<file path="config.mk">
export PLATFORM = sky130hd
export DESIGN_NAME = ema_crossover_detector_top_flat
export DESIGN_NICKNAME = d
export VERILOG_FILES = /design/src/hdl/ecd_pkg.sv /design/src/hdl/ecd_ifs.sv /design/src/hdl/ema_crossover_detector_top.sv /design/src/flat_wrapper.sv
export SDC_FILE = /design/constraint.sdc
export NUM_CORES = 1
export LEC_CHECK = 0
export ABC_CLOCK_PERIOD_IN_PS = 20300
export BUFFER_PORTS_ARGS = -buffer_cell sky130_fd_sc_hd__buf_2
export CAP_MARGIN = 20
export CORE_MARGIN = 1.5
export CORE_UTILIZATION = 54
export CTS_BUF_LIST = sky130_fd_sc_hd__clkbuf_16
export DETAILED_ROUTE_END_ITERATION = 16
export GPL_TIMING_DRIVEN = 0
export PLACE_DENSITY = 0.78
export SYNTH_ARGS = -nofsm -noshare
export SYNTH_HDL_FRONTEND = slang
export SYNTH_SLANG_ARGS = --single-unit
</file>
<file path="constraint.sdc">
create_clock -name clk -period 20.3 [get_ports clk]
set_clock_uncertainty 0.05 [all_clocks]
set_input_delay 1.015 -clock clk [delete_from_list [all_inputs] [get_ports clk]]
set_output_delay 1.015 -clock clk [all_outputs]
set_load 0.03 [all_outputs]
</file>
<file path="src/hdl/ecd_pkg.sv">
`default_nettype none

package ecd_pkg;

	// Field widths of the bar, result and configuration beats
	localparam int PRICE_W    = 32;
	localparam int AVG_W      = 48;
	localparam int FRAC_W     = 16;
	localparam int GAIN_W     = 17;
	localparam int PERIOD_W   = 8;
	localparam int COUNT_W    = 16;
	localparam int CFG_IDX_W  = 3;
	localparam int CFG_DATA_W = GAIN_W;

	typedef logic [AVG_W-1:0]     avg_t;
	typedef logic [CFG_IDX_W-1:0] cfg_idx_t;
	typedef logic signed [1:0]    cross_t;

	// Register indexes on the configuration channel
	localparam cfg_idx_t REG_FAST_PERIOD = cfg_idx_t'(0);
	localparam cfg_idx_t REG_SLOW_PERIOD = cfg_idx_t'(1);
	localparam cfg_idx_t REG_FAST_GAIN   = cfg_idx_t'(2);
	localparam cfg_idx_t REG_SLOW_GAIN   = cfg_idx_t'(3);

	// Register reset values
	localparam logic [PERIOD_W-1:0] FAST_PERIOD_RST = 8'd9;
	localparam logic [PERIOD_W-1:0] SLOW_PERIOD_RST = 8'd21;
	localparam logic [GAIN_W-1:0]   FAST_GAIN_RST   = 17'd13107;
	localparam logic [GAIN_W-1:0]   SLOW_GAIN_RST   = 17'd5958;

	// Gain of one in Q1.16
	localparam logic [GAIN_W-1:0] GAIN_ONE = 17'h10000;

	localparam logic [COUNT_W-1:0] COUNT_MAX = '1;

	// Crossing codes
	localparam cross_t CROSS_NONE = 2'sb00;
	localparam cross_t CROSS_UP   = 2'sb01;
	localparam cross_t CROSS_DOWN = 2'sb11;

	typedef enum logic [2:0] {
		ST_IDLE,
		ST_START,
		ST_MUL,
		ST_DIV,
		ST_APPLY,
		ST_EMIT
	} ecd_state_t;

endpackage

`default_nettype wire

</file>
<file path="src/hdl/ecd_ifs.sv">
`default_nettype none

// Bar channel: one closing price per beat
interface ecd_price_if import ecd_pkg::*; ();
	logic                 valid;
	logic                 ready;
	logic [PRICE_W-1:0]   close_price;

	modport source (output valid, output close_price, input ready);
	modport sink   (input valid, input close_price, output ready);
endinterface

// Result channel: crossing code and both averages per beat
interface ecd_result_if import ecd_pkg::*; ();
	logic   valid;
	logic   ready;
	cross_t cross_signal;
	avg_t   fast_average;
	avg_t   slow_average;

	modport source (output valid, output cross_signal, output fast_average,
		output slow_average, input ready);
	modport sink   (input valid, input cross_signal, input fast_average,
		input slow_average, output ready);
endinterface

// Configuration write channel
interface ecd_cfg_if import ecd_pkg::*; ();
	logic                  valid;
	logic                  ready;
	cfg_idx_t              index;
	logic [CFG_DATA_W-1:0] data;

	modport source (output valid, output index, output data, input ready);
	modport sink   (input valid, input index, input data, output ready);
endinterface

`default_nettype wire

</file>
<file path="src/hdl/ema_crossover_detector_top.sv">
// One shared unit runs the fast then the slow average: a shift-add multiplier (one gain
// bit per cycle) and a restoring divider (one quotient bit per cycle). The next bar beat
// can be taken in the cycle after the result is loaded into the output register.
// Reset clears bar count, averages and seed sums and loads default periods and gains.
`default_nettype none

module ema_crossover_detector_top import ecd_pkg::*; #(
	parameter int MAX_PERIOD  = 128,
	parameter int PRICE_WIDTH = 32
) (
	input  wire logic   clk,
	input  wire logic   arst_n,
	ecd_price_if.sink   bar,
	ecd_result_if.source result,
	ecd_cfg_if.sink     cfg
);

	localparam int PW    = (PRICE_WIDTH < PRICE_W) ? PRICE_WIDTH : PRICE_W;
	localparam int PER_W = $clog2(MAX_PERIOD + 1);
	localparam int SUM_W = PW + PER_W;
	localparam int DVD_W = SUM_W + FRAC_W;
	localparam int CNT_W = $clog2(DVD_W);

	function automatic logic [PER_W-1:0] clamp_period(input logic [PERIOD_W-1:0] p);
		logic [PER_W-1:0] r;
		if (p == '0) begin
			r = PER_W'(1);
		end else if (int'(p) > MAX_PERIOD) begin
			r = PER_W'(MAX_PERIOD);
		end else begin
			r = PER_W'(p);
		end
		return r;
	endfunction

	ecd_state_t state_q, state_d;

	logic [PERIOD_W-1:0] fast_period_q, slow_period_q;
	logic [GAIN_W-1:0]   fast_gain_q, slow_gain_q;
	logic [COUNT_W-1:0]  bar_count_q;
	avg_t                fast_ema_q, slow_ema_q;
	logic [SUM_W-1:0]    fast_sum_q, slow_sum_q;

	logic [PW-1:0]       price_q;
	logic                sel_q;
	logic                seed_q;
	logic                prev_le_q, prev_ge_q;
	avg_t                mag_q;
	logic                neg_q;
	avg_t                acc_q;
	logic [FRAC_W-1:0]   gain_sr_q;
	logic [DVD_W-1:0]    dvd_q;
	logic [PER_W-1:0]    rem_q;
	avg_t                quo_q;
	logic [CNT_W-1:0]    cnt_q;

	logic                out_valid_q;
	cross_t              out_cross_q;
	avg_t                out_fast_q, out_slow_q;

	// Per-average selection and arithmetic
	logic [PER_W-1:0]    pf, ps, per_sel;
	logic [GAIN_W-1:0]   gain_sel;
	avg_t                ema_sel;
	logic [SUM_W-1:0]    sum_sel, sum_new;
	logic [COUNT_W:0]    n_plus, per_ext;
	logic                is_follow, is_seed, gain_full;
	avg_t                target, diff, ema_applied;
	logic                tgt_ge;
	logic [AVG_W:0]      mul_sum;
	logic [PER_W:0]      div_trial, div_rem;
	logic                div_ge;
	logic                f_gt_s, f_lt_s;
	cross_t              cross_d;
	logic                out_free;
	logic                bar_acc;
	ecd_state_t          avg_done_next;

	assign pf       = clamp_period(fast_period_q);
	assign ps       = clamp_period(slow_period_q);
	assign per_sel  = sel_q ? ps : pf;
	assign gain_sel = sel_q ? slow_gain_q : fast_gain_q;
	assign ema_sel  = sel_q ? slow_ema_q : fast_ema_q;
	assign sum_sel  = sel_q ? slow_sum_q : fast_sum_q;
	assign sum_new  = sum_sel + SUM_W'(price_q);

	assign n_plus    = {1'b0, bar_count_q} + (COUNT_W+1)'(1);
	assign per_ext   = (COUNT_W+1)'(per_sel);
	assign is_follow = n_plus < per_ext;
	assign is_seed   = n_plus == per_ext;
	assign gain_full = gain_sel >= GAIN_ONE;

	assign target = avg_t'({price_q, {FRAC_W{1'b0}}});
	assign tgt_ge = target >= ema_sel;
	assign diff   = tgt_ge ? (target - ema_sel) : (ema_sel - target);

	// One gain bit per cycle, shifting the partial product right
	assign mul_sum = {1'b0, acc_q} + (gain_sr_q[0] ? {1'b0, mag_q} : '0);

	// One quotient bit per cycle
	assign div_trial = {rem_q, dvd_q[DVD_W-1]};
	assign div_ge    = div_trial >= {1'b0, per_sel};
	assign div_rem   = div_ge ? (div_trial - {1'b0, per_sel}) : div_trial;

	assign ema_applied = seed_q ? quo_q : (neg_q ? (ema_sel - acc_q) : (ema_sel + acc_q));

	// Crossing against the averages before this bar
	assign f_gt_s = fast_ema_q > slow_ema_q;
	assign f_lt_s = fast_ema_q < slow_ema_q;
	always_comb begin
		cross_d = CROSS_NONE;
		if (bar_count_q >= COUNT_W'(ps)) begin
			if (prev_le_q && f_gt_s) begin
				cross_d = CROSS_UP;
			end else if (prev_ge_q && f_lt_s) begin
				cross_d = CROSS_DOWN;
			end
		end
	end

	assign out_free  = !out_valid_q || result.ready;
	assign bar.ready = (state_q == ST_IDLE);
	assign bar_acc   = bar.valid && bar.ready;
	assign cfg.ready = 1'b1;

	assign result.valid        = out_valid_q;
	assign result.cross_signal = out_cross_q;
	assign result.fast_average = out_fast_q;
	assign result.slow_average = out_slow_q;

	assign avg_done_next = sel_q ? ST_EMIT : ST_START;

	// Sequencer next state
	always_comb begin
		state_d = state_q;
		unique case (state_q)
			ST_IDLE: begin
				if (bar.valid) state_d = ST_START;
			end
			ST_START: begin
				if (is_follow || (!is_seed && gain_full)) begin
					state_d = avg_done_next;
				end else if (is_seed) begin
					state_d = ST_DIV;
				end else begin
					state_d = ST_MUL;
				end
			end
			ST_MUL, ST_DIV: begin
				if (cnt_q == '0) state_d = ST_APPLY;
			end
			ST_APPLY: state_d = avg_done_next;
			ST_EMIT: begin
				if (out_free) state_d = ST_IDLE;
			end
			default: state_d = ST_IDLE;
		endcase
	end

	always_ff @(posedge clk or negedge arst_n) begin
		if (!arst_n) begin
			state_q <= ST_IDLE;
		end else begin
			state_q <= state_d;
		end
	end

	// Configuration registers
	always_ff @(posedge clk or negedge arst_n) begin
		if (!arst_n) begin
			fast_period_q <= FAST_PERIOD_RST;
			slow_period_q <= SLOW_PERIOD_RST;
			fast_gain_q   <= FAST_GAIN_RST;
			slow_gain_q   <= SLOW_GAIN_RST;
		end else if (cfg.valid) begin
			unique case (cfg.index)
				REG_FAST_PERIOD: fast_period_q <= cfg.data[PERIOD_W-1:0];
				REG_SLOW_PERIOD: slow_period_q <= cfg.data[PERIOD_W-1:0];
				REG_FAST_GAIN:   fast_gain_q   <= cfg.data;
				REG_SLOW_GAIN:   slow_gain_q   <= cfg.data;
				default: ;
			endcase
		end
	end

	// Averages, seed sums, bar count and output valid
	always_ff @(posedge clk or negedge arst_n) begin
		if (!arst_n) begin
			bar_count_q <= '0;
			fast_ema_q  <= '0;
			slow_ema_q  <= '0;
			fast_sum_q  <= '0;
			slow_sum_q  <= '0;
			out_valid_q <= 1'b0;
		end else begin
			if (state_q == ST_EMIT && out_free) begin
				out_valid_q <= 1'b1;
			end else if (result.ready) begin
				out_valid_q <= 1'b0;
			end
			unique case (state_q)
				ST_START: begin
					if (is_follow || is_seed) begin
						if (sel_q) slow_sum_q <= sum_new;
						else       fast_sum_q <= sum_new;
					end
					if (is_follow || (!is_seed && gain_full)) begin
						if (sel_q) slow_ema_q <= target;
						else       fast_ema_q <= target;
					end
				end
				ST_APPLY: begin
					if (sel_q) slow_ema_q <= ema_applied;
					else       fast_ema_q <= ema_applied;
				end
				ST_EMIT: begin
					if (out_free) begin
						if (bar_count_q != COUNT_MAX) bar_count_q <= bar_count_q + 1'b1;
					end
				end
				default: ;
			endcase
		end
	end

	// Working registers of the shared multiply/divide unit
	always_ff @(posedge clk) begin
		unique case (state_q)
			ST_IDLE: begin
				if (bar_acc) begin
					price_q   <= bar.close_price[PW-1:0];
					sel_q     <= 1'b0;
					prev_le_q <= !f_gt_s;
					prev_ge_q <= !f_lt_s;
				end
			end
			ST_START: begin
				seed_q    <= is_seed;
				mag_q     <= diff;
				neg_q     <= !tgt_ge;
				acc_q     <= '0;
				gain_sr_q <= gain_sel[FRAC_W-1:0];
				dvd_q     <= {sum_new, {FRAC_W{1'b0}}};
				rem_q     <= '0;
				quo_q     <= '0;
				cnt_q     <= is_seed ? CNT_W'(DVD_W - 1) : CNT_W'(FRAC_W - 1);
				if (is_follow || (!is_seed && gain_full)) sel_q <= 1'b1;
			end
			ST_MUL: begin
				acc_q     <= mul_sum[AVG_W:1];
				gain_sr_q <= gain_sr_q >> 1;
				cnt_q     <= cnt_q - 1'b1;
			end
			ST_DIV: begin
				rem_q <= div_rem[PER_W-1:0];
				dvd_q <= dvd_q << 1;
				quo_q <= {quo_q[AVG_W-2:0], div_ge};
				cnt_q <= cnt_q - 1'b1;
			end
			ST_APPLY: sel_q <= 1'b1;
			ST_EMIT: begin
				if (out_free) begin
					out_cross_q <= cross_d;
					out_fast_q  <= fast_ema_q;
					out_slow_q  <= slow_ema_q;
				end
			end
			default: ;
		endcase
	end

`ifndef SYNTHESIS
	// A taken bar starts work on the fast average
	assert property (@(posedge clk) disable iff (!arst_n)
		bar_acc |=> (state_q == ST_START && !sel_q))
		else $error("bar beat did not start the fast average");

	// Partial product never exceeds the distance being scaled
	assert property (@(posedge clk) disable iff (!arst_n)
		(state_q == ST_MUL) |-> (acc_q <= mag_q))
		else $error("multiplier accumulator exceeds operand");

	// Divider remainder stays below the period
	assert property (@(posedge clk) disable iff (!arst_n)
		(state_q == ST_DIV) |-> (rem_q < per_sel))
		else $error("divider remainder out of range");

	// Bar count never goes backward
	assert property (@(posedge clk) disable iff (!arst_n)
		1'b1 |=> (bar_count_q >= $past(bar_count_q)))
		else $error("bar count decreased");

	// A reported crossing has averages that differ
	assert property (@(posedge clk) disable iff (!arst_n)
		(out_valid_q && out_cross_q != CROSS_NONE) |-> (out_fast_q != out_slow_q))
		else $error("crossing reported with equal averages");
`endif

endmodule

`default_nettype wire
</file>
<file path="src/flat_wrapper.sv">
// flat-port wrapper written by rule: the top's interface ports become plain ports
module ema_crossover_detector_top_flat import ecd_pkg::*;
#(
	parameter int MAX_PERIOD  = 128,
	parameter int PRICE_WIDTH = 32
)
  (clk, arst_n, bar_valid, bar_close_price, bar_ready, result_valid, result_cross_signal, result_fast_average, result_slow_average, result_ready, cfg_valid, cfg_index, cfg_data, cfg_ready);
  ecd_price_if bar_i ();
  ecd_result_if result_i ();
  ecd_cfg_if cfg_i ();
  input  wire logic clk;
  input  wire logic arst_n;
  input wire logic [$bits(bar_i.valid)-1:0] bar_valid;
  input wire logic [$bits(bar_i.close_price)-1:0] bar_close_price;
  output wire logic [$bits(bar_i.ready)-1:0] bar_ready;
  output wire logic [$bits(result_i.valid)-1:0] result_valid;
  output wire logic [$bits(result_i.cross_signal)-1:0] result_cross_signal;
  output wire logic [$bits(result_i.fast_average)-1:0] result_fast_average;
  output wire logic [$bits(result_i.slow_average)-1:0] result_slow_average;
  input wire logic [$bits(result_i.ready)-1:0] result_ready;
  input wire logic [$bits(cfg_i.valid)-1:0] cfg_valid;
  input wire logic [$bits(cfg_i.index)-1:0] cfg_index;
  input wire logic [$bits(cfg_i.data)-1:0] cfg_data;
  output wire logic [$bits(cfg_i.ready)-1:0] cfg_ready;
  assign bar_i.valid = bar_valid;
  assign bar_i.close_price = bar_close_price;
  assign bar_ready = bar_i.ready;
  assign result_valid = result_i.valid;
  assign result_cross_signal = result_i.cross_signal;
  assign result_fast_average = result_i.fast_average;
  assign result_slow_average = result_i.slow_average;
  assign result_i.ready = result_ready;
  assign cfg_i.valid = cfg_valid;
  assign cfg_i.index = cfg_index;
  assign cfg_i.data = cfg_data;
  assign cfg_ready = cfg_i.ready;
  ema_crossover_detector_top #(.MAX_PERIOD(MAX_PERIOD), .PRICE_WIDTH(PRICE_WIDTH)) u_core (.clk(clk), .arst_n(arst_n), .bar(bar_i), .result(result_i), .cfg(cfg_i));
endmodule
</file>
==> results by stage <==
Outcome:
- The run finished with clean final reports.

Worst setup path:
- The worst reg2reg path endpoint is u_core.mag_q[16].
- Walking the worst path, the cells encountered are buf_1 -> clkbuf_1 -> buf_1 -> buf_1 -> clkbuf_1 -> clkbuf_1 -> buf_1 -> mux2i_1 -> inv_1 -> ha_1 -> clkbuf_1 -> nand2_1 -> o21ai_0 -> a21oi_1 -> nand2b_1 -> a31oi_1 -> o22ai_1 -> o21ai_1 -> clkbuf_1 -> clkbuf_1 -> o21ai_0 -> xor2_1.
- On the critical path, the stage with the largest delay is an instance of sky130_fd_sc_hd__buf_1.
- The critical path endpoint category is a flop.
- STA classifies the critical path startpoint as a flop.
- The biggest cell delay along the critical path is 0.95 ns.
- The category of the critical setup timing path is flop to flop.
- The top cell family by delay on the critical path is buffers and inverters.
- The number of cells on the worst reg-to-reg path is 22.
- The total buffers and inverters traversed by the critical path is 11.
- The worst reg-to-reg setup slack is 9.69 ns.
- The highest fanout seen on the critical path is 10.
- STA puts the critical path data required time at 20.62 ns.
- The most numerous cell on the critical path is sky130_fd_sc_hd__clkbuf_1.
- The critical register-to-register path startpoint is u_core.sel_q.
- At the worst endpoint, the arrival time is 10.92 ns.

Die:
- From bottom edge to top edge, the die measures 267 um.
- The starting density of the core is 54.7%.
- The width of the die is 267 um.
- The area of the die is 0.0712 mm2.
- The number of ports placed on the die boundary is 158.
- The floorplan core area is 0.0687 mm2.
- The initialized floorplan defines 96 standard-cell rows.

Clock tree:
- The TritonCTS clock tree is built.
- The H-tree was split into 3 levels.
- The number of sinks handled by clock tree synthesis is 595.
- The buffer depth of the longest clock path is 3.
- After clock tree synthesis, the clock-pin slew on the worst setup and hold paths is 0.06 ns.
- The number of hold buffers added after CTS was 0.
- The TritonCTS buffer count is 69.
- The tree is rooted in a sky130_fd_sc_hd__clkbuf_16.
- Once the clock tree was built, the setup fixing pass inserted 0 buffers.
- The post-cts repair resize count is 0.
- The later pin in the worst-skew pair is clocked with a latency of 0.64 ns.

Synthesis:
- Dividing the synthesized area by the synthesized cell count gives 9.73 um2.
- The share of synthesized flip-flops with an asynchronous set or reset is 41.3%.
- When the netlist entered floorplanning its net count stood at 4188.
- The distinct cell type count of the synthesized netlist is 89.
- The Yosys step of the flow raised 0 warnings.
- Synthesis produced a netlist whose cell count is 3864.
- Yosys mapped a number of flops with a built-in enable equal to 349.
- For this run, the leading register cell type out of synthesis is sky130_fd_sc_hd__edfxtp_1.
- The synthesized cell area is 0.0376 mm2.
- After synthesis, flip-flops and latches occupy 44.3% of the total area.
- The synthesized design contains 595 register bits.

STA:
- The slew at the pin closest to its max-slew limit is 1.21 ns.
- Setup repair after global routing left no endpoint under its margin.
- The worst slew slack as a fraction of its limit is 19.3%.
- The total count of hold-check failures in the final report was 0.
- The number of pins with negative max-slew slack in the final report is 0.
- Setup violations remaining at the end of the flow were counted as 0.
- The minimum clock period after layout is 10.61 ns.
- The highest attainable clock frequency is 94.3 MHz.
- Summed over all failing endpoints, the final setup total negative slack is 0 ns.
- The share of the clock period used by the worst path after layout is 52.2%.

Global routing:
- The initial antenna violation count came to 3.
- The overflow left after global routing is 0.
- The first global-routing pass estimated 173000 um of wire.
- The largest net degree at the start of global routing is 119.
- The aggregate global-route resource usage is 32.1%.
- The via count of the first global-routing pass is 29.7k.

Drt:
- After detailed routing, the average wire length per cell comes to 22.5 um.
- The violation count after the first detailed-route iteration is 3167.
- The count of nets left with antenna violations once routing finished came out at 0.
- For this run, design rule violations remaining after detail routing come to 0.
- For this run, the detailed router's first-pass iteration total came to 6.
- For this block, the routed nets add up to 114000 um of wire.
- For this block, the via count after detailed routing is 31.1k.
- Using the TritonRoute via totals, the vias-per-cell ratio works out to 6.11.

Layout:
- The fraction of final layout cells with drive strength greater than 1 is 11.1%.
- In the layout the commonest cells are 442 x sky130_fd_sc_hd__nand2_1, 349 x sky130_fd_sc_hd__edfxtp_1, 296 x sky130_fd_sc_hd__a21oi_1, 268 x sky130_fd_sc_hd__nor2_1, 262 x sky130_fd_sc_hd__ha_1.
- The signed area change from the synthesized netlist to the final layout is 11.9%.
- The filler cells instantiated in the layout total 5856.
- The library cell used most frequently in the layout, excluding fill and tap cells, is sky130_fd_sc_hd__nand2_1.
- The net count of the finished layout is 4424.

Placement:
- The final weighted congestion of routability-driven global placement is 0.996.
- Summed over all nets, the half-perimeter wirelength after detailed placement is 87400 um.
- The count of buffers added on input and output ports is 156.

Flow run:
- Across the run, the number of max-cap violations was 0.

Hold path:
- The path class of the tightest hold or removal check is input port to async pin.
synthesized netlist by cell type, types with 63 or more instances:
cell / count / share of area [%]
sky130_fd_sc_hd__nand2_1: 443 / 4.4
sky130_fd_sc_hd__edfxtp_1: 349 / 28
sky130_fd_sc_hd__a21oi_1: 296 / 3.9
sky130_fd_sc_hd__nor2_1: 269 / 2.7
sky130_fd_sc_hd__ha_1: 262 / 8.7
sky130_fd_sc_hd__o21ai_0: 239 / 3.2
sky130_fd_sc_hd__dfrtp_1: 226 / 15
sky130_fd_sc_hd__inv_1: 187 / 1.9
sky130_fd_sc_hd__xnor2_1: 155 / 3.6
sky130_fd_sc_hd__clkbuf_1: 153 / 1.5
sky130_fd_sc_hd__mux2_2: 134 / 4.0
sky130_fd_sc_hd__a21o_1: 101 / 2.0
sky130_fd_sc_hd__xor2_1: 91 / 2.1
sky130_fd_sc_hd__mux2i_1: 84 / 2.2
sky130_fd_sc_hd__and2_1: 76 / 1.3
sky130_fd_sc_hd__nor3_1: 76 / 1.0
sky130_fd_sc_hd__and3_1: 66 / 1.1
sky130_fd_sc_hd__nand3_1: 63 / 0.84
final cells by class:
cell class / count / area (um2) / area share (%)
Clock buffer: 70 / 1750 / 4.17
Tap cell: 931 / 1160 / 2.77
Inverter: 189 / 709 / 1.69
Sequential cell: 595 / 16700 / 39.6
Antenna cell: 2 / 5.00 / 0.0119
Clock inverter: 57 / 515 / 1.23
Timing Repair Buffer: 165 / 993 / 2.36
Multi-Input combinational cell: 2905 / 19600 / 46.6
Buffer: 175 / 669 / 1.59
state kept, by name, indices dropped and copies added (netlist names), 2 cells and up:
signal and flops:
u_core.result.fast_average 48, u_core.cnt_q 6, u_core.fast_gain_q 17, u_core.acc_q 48
u_core.result.slow_average 48, u_core.state_q 3, u_core.slow_gain_q 17, u_core.slow_period_q 8
u_core.quo_q 48, u_core.slow_ema_q 48, u_core.bar_count_q 16, u_core.fast_sum_q 40
u_core.gain_sr_q 16, u_core.slow_sum_q 40, u_core.result.cross_signal 2, u_core.rem_q 8
u_core.fast_period_q 8, u_core.mag_q 48, u_core.price_q 32, u_core.fast_ema_q 48
u_core.dvd_q 40
per-layer routing:
| layer | global-route usage [%] | part of all wire [%] |
|---|---|---|
| met4 | 15.2 | 4.8 |
| met5 | 0 | 0 |
| met1 | 44.0 | 42 |
| met2 | 49.7 | 44 |
| met3 | 5.15 | 9.1 |
metrics by stage:
stage,instance area [um2],instances,utilization (%),hold WS [ns],setup slack [ns]
after global placement,39500,4951,57.6,0.397,9.28
after detailed placement,39800,4960,57.9,0.400,10.19
after floorplan,37600,3864,-,0.383,12.89
final,42100,5089,61.2,0.213,9.69
after CTS,42000,5087,61.2,0.196,10.06
after global routing,42100,5089,61.2,0.222,9.49
worst max path at each step:
stage                            start               endpoint  cells after the start
after floorplan           result_ready  u_core.bar_count_q[9]                      6
after global placement    result_ready  u_core.bar_count_q[9]                      7
after detailed placement  u_core.sel_q       u_core.mag_q[16]                     22
after CTS                 u_core.sel_q       u_core.mag_q[16]                     22
after global routing      u_core.sel_q       u_core.mag_q[16]                     22
final                     u_core.sel_q       u_core.mag_q[16]                     22
kinds of logic after synthesis:
kind of cell,Yosys count,share of synthesized area [%]
compound gates,968,15.8
flops,595,44.3
other cells,1,0.00997
mux,218,6.25
buf+inv,364,3.66
xor+xnor,247,5.77
fa+ha+maj,268,9.01
simple gates,1203,15.1
Power is not shown: default switching activity piles up to over one toggle a cycle in this logic, so the estimate is an artifact.
